$ cat src/sv/lfu_pkg.sv
// Package for the LFU cache with LRU tie-break.
// Holds entry and cell control types, field widths and operation codes.
// No dependencies.
package lfu_pkg;

  localparam int KEY_W = 32;
  localparam int VAL_W = 32;
  localparam int CNT_W = 32;
  localparam int CAP_W = 5;

  localparam logic [CAP_W-1:0] CAP_RESET = 5'd16;
  localparam logic [CNT_W-1:0] CNT_MAX   = '1;

  // operation codes carried on func
  localparam logic FUNC_GET = 1'b0;
  localparam logic FUNC_PUT = 1'b1;

  // result values that do not come from an entry
  localparam logic [VAL_W-1:0] MISS_VALUE = '1;
  localparam logic [VAL_W-1:0] PUT_VALUE  = '0;

  typedef struct packed {
    logic [KEY_W-1:0] key;
    logic [VAL_W-1:0] value;
    logic [CNT_W-1:0] count;
  } entry_t;

  // per-cell load strobes
  typedef struct packed {
    logic load_new;
    logic load_prev;
  } cell_ctl_t;

  // per-cell compare results
  typedef struct packed {
    logic eq;
    logic le;
    logic zero;
  } cell_stat_t;

endpackage

$ cat src/sv/lfu_cell.sv
// One list slot of the LFU cache: holds an entry, compares it against the
// broadcast key and count, and loads either the new entry or its neighbor.
// Depends on lfu_pkg.
module lfu_cell (
  input  logic                    clk,
  input  lfu_pkg::cell_ctl_t      ctl,
  input  lfu_pkg::entry_t         new_entry,
  input  lfu_pkg::entry_t         prev_entry,
  input  logic [lfu_pkg::KEY_W-1:0] cmp_key,
  input  logic [lfu_pkg::CNT_W-1:0] cmp_count,
  output lfu_pkg::entry_t         entry,
  output lfu_pkg::cell_stat_t     stat
);
  import lfu_pkg::*;

  // load new entry or shift in from the neighbor above
  always_ff @(posedge clk) begin
    if (ctl.load_new) begin
      entry <= new_entry;
    end else if (ctl.load_prev) begin
      entry <= prev_entry;
    end
  end

  // compare against the broadcast request
  always_comb begin
    stat.eq   = (entry.key == cmp_key);
    stat.le   = (entry.count <= cmp_count);
    stat.zero = (entry.count == '0);
  end

endmodule

$ cat src/sv/lfu_cache_lru_tiebreak_core.sv
// Top level of the LFU cache with LRU tie-break: request register, control
// sequencer, occupancy count and the chain of lfu_cell slots.
// Depends on lfu_pkg and lfu_cell.
//
//  channel | handshake            | payload
//  --------+----------------------+---------------------------------------
//  in      | in_valid / in_ready  | func, lookup_key, store_value
//  out     | out_valid / out_ready| hit, read_value
//  cfg     | cfg_valid / cfg_ready| capacity_limit
//
// Each request passes a match state, for the key match across all cells, and a
// move state, for the reorder shift through the chain. A new request is taken
// in the move state once the result slot is free, overlapping the last one.
// The result register holds until out_ready; a held result stalls the shift.
// Reset (synchronous) empties the cache and sets capacity_limit to 16.
module lfu_cache_lru_tiebreak_core #(
  parameter int MAX_ENTRIES = 16
) (
  input  logic                             clk,
  input  logic                             rst,
  input  logic                             in_valid,
  output logic                             in_ready,
  input  logic                             func,
  input  logic signed [lfu_pkg::KEY_W-1:0] lookup_key,
  input  logic signed [lfu_pkg::VAL_W-1:0] store_value,
  output logic                             out_valid,
  input  logic                             out_ready,
  output logic                             hit,
  output logic signed [lfu_pkg::VAL_W-1:0] read_value,
  input  logic                             cfg_valid,
  output logic                             cfg_ready,
  input  logic [lfu_pkg::CAP_W-1:0]        capacity_limit
);
  import lfu_pkg::*;

  localparam int CW = $clog2(MAX_ENTRIES + 1);
  localparam int LW = (CW > CAP_W) ? CW : CAP_W;

  localparam logic [1:0] ST_IDLE  = 2'd0;
  localparam logic [1:0] ST_MATCH = 2'd1;
  localparam logic [1:0] ST_MOVE  = 2'd2;

  logic [1:0]       state;
  logic [1:0]       state_next;
  logic [CAP_W-1:0] cap_limit;
  logic [CW-1:0]    occ;

  logic             req_func;
  logic [KEY_W-1:0] req_key;
  logic [VAL_W-1:0] req_value;

  logic                   found;
  logic [VAL_W-1:0]       sel_value;
  logic [CNT_W-1:0]       sel_count;
  logic [MAX_ENTRIES-1:0] at_pos;

  entry_t     entries   [MAX_ENTRIES];
  entry_t     prev_in   [MAX_ENTRIES];
  cell_ctl_t  ctl       [MAX_ENTRIES];
  cell_stat_t stat      [MAX_ENTRIES];

  entry_t                 new_entry;
  logic [CNT_W-1:0]       bumped;
  logic [MAX_ENTRIES-1:0] eq_live;
  logic                   found_next;
  logic [VAL_W-1:0]       sel_value_next;
  logic [CNT_W-1:0]       sel_count_next;
  logic [MAX_ENTRIES-1:0] at_pos_next;
  logic [MAX_ENTRIES-1:0] pred;
  logic [MAX_ENTRIES-1:0] lim;
  logic [CW-1:0]          cap_eff;
  logic [CW-1:0]          occ_drop;
  logic                   adv;
  logic                   do_use;
  logic                   do_ins;

  assign cfg_ready = 1'b1;

  // result slot free or being emptied this cycle
  assign adv      = !out_valid || out_ready;
  assign in_ready = (state == ST_IDLE) || (state == ST_MOVE && adv);

  // sequence: match, then shift
  always_comb begin
    state_next = state;
    case (state)
      ST_IDLE: begin
        if (in_valid) state_next = ST_MATCH;
      end
      ST_MATCH: begin
        state_next = ST_MOVE;
      end
      ST_MOVE: begin
        if (adv) state_next = in_valid ? ST_MATCH : ST_IDLE;
      end
      default: begin
        state_next = ST_IDLE;
      end
    endcase
  end

  // effective capacity and occupancy after a tail drop
  always_comb begin
    if (LW'(cap_limit) > LW'(MAX_ENTRIES)) begin
      cap_eff = CW'(MAX_ENTRIES);
    end else begin
      cap_eff = CW'(cap_limit);
    end
    if (occ >= cap_eff && occ != '0) begin
      occ_drop = occ - CW'(1);
    end else begin
      occ_drop = occ;
    end
  end

  assign do_use = found && ((req_func == FUNC_GET) ||
                            (req_func == FUNC_PUT && cap_limit != '0));
  assign do_ins = !found && req_func == FUNC_PUT && cap_limit != '0;

  // bumped use count, saturating
  assign bumped = (sel_count == CNT_MAX) ? sel_count : sel_count + CNT_W'(1);

  // entry to place at the insert or move target
  always_comb begin
    new_entry.key = req_key;
    if (do_ins) begin
      new_entry.value = req_value;
      new_entry.count = '0;
    end else begin
      new_entry.value = (req_func == FUNC_PUT) ? req_value : sel_value;
      new_entry.count = bumped;
    end
  end

  // match across live cells, select matched value and count
  always_comb begin
    sel_value_next = '0;
    sel_count_next = '0;
    for (int j = 0; j < MAX_ENTRIES; j++) begin
      eq_live[j] = stat[j].eq && (CW'(j) < occ);
      if (eq_live[j]) begin
        sel_value_next = sel_value_next | entries[j].value;
        sel_count_next = sel_count_next | entries[j].count;
      end
    end
    for (int j = 0; j < MAX_ENTRIES; j++) begin
      at_pos_next[j] = |(eq_live >> j);
    end
    found_next = |eq_live;
  end

  // target predicate and shift range for each cell
  always_comb begin
    for (int j = 0; j < MAX_ENTRIES; j++) begin
      if (do_ins) begin
        pred[j] = (CW'(j) >= occ_drop) || stat[j].zero;
        lim[j]  = (CW'(j) <= occ_drop);
      end else begin
        pred[j] = stat[j].le;
        lim[j]  = at_pos[j];
      end
    end
  end

  // load strobes: first cell meeting the predicate takes the new entry,
  // the cells after it up to the limit shift down by one
  always_comb begin
    for (int j = 0; j < MAX_ENTRIES; j++) begin
      ctl[j].load_new  = 1'b0;
      ctl[j].load_prev = 1'b0;
      if (state == ST_MOVE && adv && (do_use || do_ins) && lim[j]) begin
        if (j == 0) begin
          ctl[j].load_new = pred[j];
        end else begin
          ctl[j].load_new  = pred[j] && !pred[j-1];
          ctl[j].load_prev = pred[j-1];
        end
      end
    end
  end

  // cell chain
  for (genvar g = 0; g < MAX_ENTRIES; g++) begin : g_cell
    if (g == 0) begin : g_head
      assign prev_in[g] = new_entry;
    end else begin : g_link
      assign prev_in[g] = entries[g-1];
    end
    lfu_cell u_cell (
      .clk        (clk),
      .ctl        (ctl[g]),
      .new_entry  (new_entry),
      .prev_entry (prev_in[g]),
      .cmp_key    (req_key),
      .cmp_count  (bumped),
      .entry      (entries[g]),
      .stat       (stat[g])
    );
  end

  // control state, occupancy and configuration
  always_ff @(posedge clk) begin
    if (rst) begin
      state     <= ST_IDLE;
      occ       <= '0;
      cap_limit <= CAP_RESET;
      out_valid <= 1'b0;
    end else begin
      state <= state_next;
      if (cfg_valid && cfg_ready) begin
        cap_limit <= capacity_limit;
      end
      if (state == ST_MOVE && adv) begin
        out_valid <= 1'b1;
        if (do_ins) begin
          occ <= occ_drop + CW'(1);
        end
      end else if (out_ready) begin
        out_valid <= 1'b0;
      end
    end
  end

  // request capture
  always_ff @(posedge clk) begin
    if (in_valid && in_ready) begin
      req_func  <= func;
      req_key   <= lookup_key;
      req_value <= store_value;
    end
  end

  // hold match results for the shift cycle
  always_ff @(posedge clk) begin
    if (state == ST_MATCH) begin
      found     <= found_next;
      sel_value <= sel_value_next;
      sel_count <= sel_count_next;
      at_pos    <= at_pos_next;
    end
  end

  // result register
  always_ff @(posedge clk) begin
    if (state == ST_MOVE && adv) begin
      hit <= found;
      if (req_func == FUNC_GET) begin
        read_value <= found ? sel_value : MISS_VALUE;
      end else begin
        read_value <= PUT_VALUE;
      end
    end
  end

endmodule

$ cat config.mk
export PLATFORM = sky130hd
export DESIGN_NAME = lfu_cache_lru_tiebreak_core
export DESIGN_NICKNAME = d
export VERILOG_FILES = /design/src/sv/lfu_pkg.sv /design/src/sv/lfu_cell.sv /design/src/sv/lfu_cache_lru_tiebreak_core.sv
export SDC_FILE = /design/constraint.sdc
export NUM_CORES = 2
export LEC_CHECK = 0
export ABC_AREA = 1
export CORE_MARGIN = 4
export CORE_UTILIZATION = 35
export CTS_CLUSTER_SIZE = 10
export DETAILED_ROUTE_END_ITERATION = 8
export DONT_BUFFER_PORTS = 1
export HOLD_SLACK_MARGIN = 0.08
export PLACE_DENSITY_LB_ADDON = 0.3
export SETUP_SLACK_MARGIN = 0.5
export SLEW_MARGIN = 20
export SYNTH_ARGS = -nofsm -noshare
export SYNTH_HDL_FRONTEND = slang
export SYNTH_SLANG_ARGS = --single-unit
$ cat constraint.sdc
create_clock -name clk -period 36.8 [get_ports clk]
set_input_delay 5.52 -clock clk [delete_from_list [all_inputs] [get_ports clk]]
set_output_delay 5.52 -clock clk [all_outputs]
set_load 0.05 [all_outputs]
* After elaboration in Yosys (flattened, before gate mapping)
Index checks and enable logic that the tools add are counted.
** Cells by class
- Add/subtract/negate cells :: 3
- Reductions and logical operators :: 145
- Equal/unequal tests :: 21
- Multiplexer cells :: 124
- $lt $le $gt $ge :: 66
- Divide/modulo/power cells :: 0
- Multiply operators :: 0
- Bitwise gates (word level) :: 31
- Shift operators :: 0
** Operators with widths (number)
- $mux W96 :: 32
- $mux W32 :: 35
- $or A32 B32 Y32 :: 30
- $eq A32 B32 Y1 :: 16
- $le A32 B32 Y1 :: 16
- $logic_not A32 Y1 :: 16
- $mux W64 :: 1
- $logic_and A1 B1 Y1 :: 55
- $ge A4 B5 Y1 const A :: 8
- $le A4 B5 Y1 const A :: 8
- $lt A4 B5 Y1 const A :: 8
- $mux W2 :: 18
- $mux W1 :: 35
- $reduce_bool A2 Y1 :: 17
- $add A32 B1 Y32 const B :: 1
- $eq A32 B32 Y1 const B :: 1
- $ge A3 B5 Y1 const A :: 4
- $le A3 B5 Y1 const A :: 4
- $logic_or A1 B1 Y1 :: 20
- $lt A3 B5 Y1 const A :: 4
- $logic_not A1 Y1 :: 17
- $reduce_or A16 Y1 :: 1
- $reduce_or A15 Y1 :: 1
- $reduce_or A14 Y1 :: 1
- other kinds (31) :: 41
** Word-level totals
- Register bits after elaboration :: 1728
- Bits of input ports :: 75
- Bits in latches :: 0
- ROM bits :: 0
- Memories kept :: 0
- Bits in writable memories :: 0

* Depth between registers and ports, before layout
- Depth after elaboration :: 33
- Mapped depth :: 31
- Gate-level depth less buffers :: 29

* Modules after synthesis
A second synthesis with hierarchy kept.
** Second synthesis, totals
- Cells, all modules :: 11873
- Area, all modules :: 102381.9 um^2
** By module, submodules not included
- lfu_cell (g_cell[13].u_cell ...) :: instances 12, cells an instance 605, sequential area each 2882.8 um^2, area an instance 5411.4 um^2
- lfu_cell (g_cell[0].u_cell ...) :: instances 4, cells an instance 608, sequential area each 2882.8 um^2, area an instance 5411.4 um^2
- lfu_cache_lru_tiebreak_core :: instances 1, cells an instance 2181, sequential area each 5605.4 um^2, area an instance 15798.9 um^2

* Worst setup path before layout
OpenSTA, ideal clock, no wires.
- Kind :: input to register
- Start :: input out_ready
- End :: register g_cell[8].u_cell.entry[0] (netlist name) (enable)
- Data required time :: 36117 ps
- Setup slack :: 20336 ps
- Data arrival time :: 15781 ps
- Cell stages on the path :: 6
- Library setup time :: 683 ps
- Cells stage by stage :: nor2_1 -> nor3_1 -> nand2_1 -> inv_1 -> nand3_1 -> o21ai_0
** Between the ends
- Word-level cells in the longest chain between the ends :: 6
** Ends and longest elaborated chain
- from (decl) :: RTL line lfu_cache_lru_tiebreak_core.sv:27 : input logic out_ready,
- $logic_or A1 B1 Y1 :: RTL line lfu_cache_lru_tiebreak_core.sv:80 : assign adv = !out_valid || out_ready;
- $logic_and A1 B1 Y1 (3 in series) :: RTL line lfu_cache_lru_tiebreak_core.sv:171 : if (state == ST_MOVE && adv && (do_use || do_ins) && lim[j]) begin
- $mux W2 :: RTL line lfu_cache_lru_tiebreak_core.sv:171
- $reduce_bool A2 Y1 (no source line)
- to (signal assigned) :: RTL line lfu_cell.sv:19 : entry <= new_entry;
- to (signal assigned) :: RTL line lfu_cell.sv:21 : entry <= prev_entry;
- to (decl) :: RTL line lfu_cell.sv:11 : output lfu_pkg::entry_t entry,
No other way between the ends.
A chain may end at the register's enable or synchronous reset.

* Worst setup path in the final report
- Start :: input out_ready
- End :: output in_ready
** Between the ends
- Word-level cells in the longest chain between the ends :: 3
** Ends and longest elaborated chain
- $logic_or A1 B1 Y1 :: RTL line lfu_cache_lru_tiebreak_core.sv:80
- $logic_and A1 B1 Y1 :: RTL line lfu_cache_lru_tiebreak_core.sv:81 : assign in_ready = (state == ST_IDLE) || (state == ST_MOVE && adv);
- $logic_or A1 B1 Y1 :: RTL line lfu_cache_lru_tiebreak_core.sv:81
- to (decl) :: RTL line lfu_cache_lru_tiebreak_core.sv:22 : output logic in_ready,
No other way between the ends.

==> reports/qor.yml <==
seq_area_frac_synth_pct: 51.20
finClkSkew_ns: 0.1102
place.gp.congestion: 1.030
cp.arrival_ns: 6.01
drv_slew: 0
rsz0062_at_grt: "false"
synthArstFlopShare_pct: 0
layout_common_cells: "4542 x nand2_1, 1714 x edfxtp_1, 905 x nand3_1, 609 x o21ai_0, 524 x ha_1"
drt-pass1-iter-count: 9
wl_per_cell_um: 30.26
tns_ns: 0
yosysWarnings: 0
timing.hold.ws_ns: 0.4947
wirelength_um: 462100
worstSkewPairLatency_ns: 0.93
grt_pass1_wl_um: 641700
cts_root_buffer: "clkbuf_16"
synth.ff_latch_count: 1727
drc: 11
r2r_slack_ns: 28.15
syn_inst: 11660
layout-drive-gt1-share_pct: 6.037
fillers: 28620
die_y_um: 545.3
pin_count: 111
min_period_over_period_pct: 31.33
cts_htree_levels: 4
ys_types: 62
cts_setup_buffers: 0
crit_required_ns: 31.28
clkTransAtPathRegs_ns: 0.06
die_w_um: 545.3
finalSetupViolCount: 0
fmaxAchievable_mhz: 86.73
yosys_most_used_dff: "edfxtp_1"
power_leakage_nw: 44.29
relSlewSlack_pct: 10.01
cp-startpoint: "out_ready"
synth-edff-count: 1714
port_buffers: 0
ctsLongestPathBuffers: 4
path_max_fanout: 3
tightestPinTransition_ns: 1.338
power_density_nw_per_um2: 40.35
routed-via-count: 91740
dieArea_um2: 297300
grt_pass1_vias: 83680
endpoint_kind: "output pin"
drtAntennaViolNets: 0
max_cap_viol_count: 0
synth_area_um2: 101000
antenna_found_initial: 25
grt_overflow: 0
syn_nets: 12260
cts.sink_count: 1727
hp-class: "reg2reg"
ir_drop_v: 0.00004520
grt_max_degree: 142
seqCellArea_um2: 51730
fin_crit_ns: 11.53
r2r_cells: 26
hold_viol: 0
cp-start-kind: "input pin"
final_common_cell: "nand2_1"
cts_resized: 0
areaGrowthSynthToFinish_pct: 9.619
outcome: "complete, but fails checks"
r2r-end: "g_cell[2].u_cell.entry[15]"
core_area_um2: 286200
rows: 196
final_nets: 12000
cts_tree: "built"
drt_iter0_drc: 15240
critical_path_class: "in2out"
start_util_pct: 35.30
post-dp-hpwl_um: 290500
via_per_inst: 6.006
holdBufCountCts: 0
syn_area_per_cell_um2: 8.666
cts_inserted_buffers: 210
grt_use_total_pct: 29.77
violations: "design-rule violations"
r2r-start: "sel_count[0]"
multiInputGateArea_um2: 44770
crit_end: "in_ready"
hold_depth: 2
sequential cells by signal (all words and copies together) (netlist names):
signal               flops
state                    2
out_valid                1
at_pos                  16
sel_count               32
cap_limit                5
req_key                 32
read_value              32
occ                      5
sel_value               32
hit                      1
g_cell.u_cell.entry   1536
req_value               32
req_func                 1
how the worst min path moves through the flow:
stage	start	to	slack [ns]
global placement	cap_limit[0]	cap_limit[0]	0.50
global route	g_cell[14].u_cell.entry[0]	g_cell[15].u_cell.entry[0]	0.52
CTS	g_cell[14].u_cell.entry[0]	g_cell[15].u_cell.entry[0]	0.50
detailed placement	state[0]	state[1]	0.51
finish	g_cell[14].u_cell.entry[0]	g_cell[15].u_cell.entry[0]	0.49
floorplan	req_key[1]	g_cell[0].u_cell.entry[65]	0.42
power by group:
group	internal, mW	switching [mW]	total (mW)	leakage (nW)
Clock	1.06	0.865	1.92	2.83
Combinational	0.0747	0.265	0.339	25.8
Sequential	2.18	0.0270	2.21	15.7
Total	3.31	1.16	4.47	44.3
layout make-up:
type,count,share of cell area [%]
sequential,1727,46.71
clock inverter,33,0.3118
timing repair buffer,250,1.724
multi-input combinational,8758,40.42
tap,3762,4.250
inverter,451,1.568
antenna,15,0.03389
clock buffer,277,4.981
synth_stat cells (39+ instances only):
| master | count | area share [%] |
|---|---|---|
| a21oi_1 | 325 | 1.6 |
| buf_1 | 69 | 0.26 |
| buf_2 | 261 | 1.3 |
| buf_4 | 44 | 0.33 |
| clkbuf_1 | 322 | 1.2 |
| edfxtp_1 | 1714 | 51 |
| ha_1 | 524 | 6.5 |
| inv_1 | 419 | 1.6 |
| nand2_1 | 4545 | 17 |
| nand3_1 | 907 | 4.5 |
| nand4_1 | 420 | 2.6 |
| nor2_1 | 498 | 1.9 |
| nor3_1 | 39 | 0.19 |
| nor4_1 | 162 | 1.0 |
| o21a_1 | 48 | 0.36 |
| o21ai_0 | 613 | 3.0 |
| o21ai_1 | 79 | 0.39 |
| or2_2 | 65 | 0.40 |
| xnor2_1 | 214 | 1.9 |
| xor2_1 | 69 | 0.60 |
layer usage:
| metal | GRT usage (%) | wire length, um | vias to the layer above |
|---|---|---|---|
| met5 | 0 | 152 | - |
| met4 | 16.00 | 29020 | 22 |
| met3 | 8.760 | 65990 | 1478 |
| met2 | 43.06 | 191500 | 6965 |
| met1 | 39.96 | 175400 | 43810 |
| li1 | - | - | 39460 |
kinds of logic after synthesis:
| group | share of synthesized area (%) |
|---|---|
| buffers and inverters | 5.037 |
| other | 0.003712 |
| adder cells (fa/ha/maj) | 6.489 |
| XOR/XNOR | 2.481 |
| AND/OR/NAND/NOR | 28.07 |
| flip-flops | 51.20 |
| AO/OA/AOI/OAI | 6.723 |
per-stage QoR:
step,utilization [%],instances,power (mW),worst slack [ns],area (um^2)
2_1_floorplan,-,11660,2.431,20.34,101000
3_3_place_gp,36.60,14950,2.568,25.26,104800
3_5_place_dp,36.62,14950,2.572,25.27,104800
4_1_cts,38.67,15260,4.463,25.27,110700
5_1_grt,38.69,15260,4.568,25.20,110700
6_report,38.70,15270,4.469,25.27,110800
worst max-delay path, stage by stage:
cell and delay (ns):
nor2_1 0.19, a21oi_1 0.10, buf_4 0.20
No activity file was read; power rests on OpenSTA's default activity.
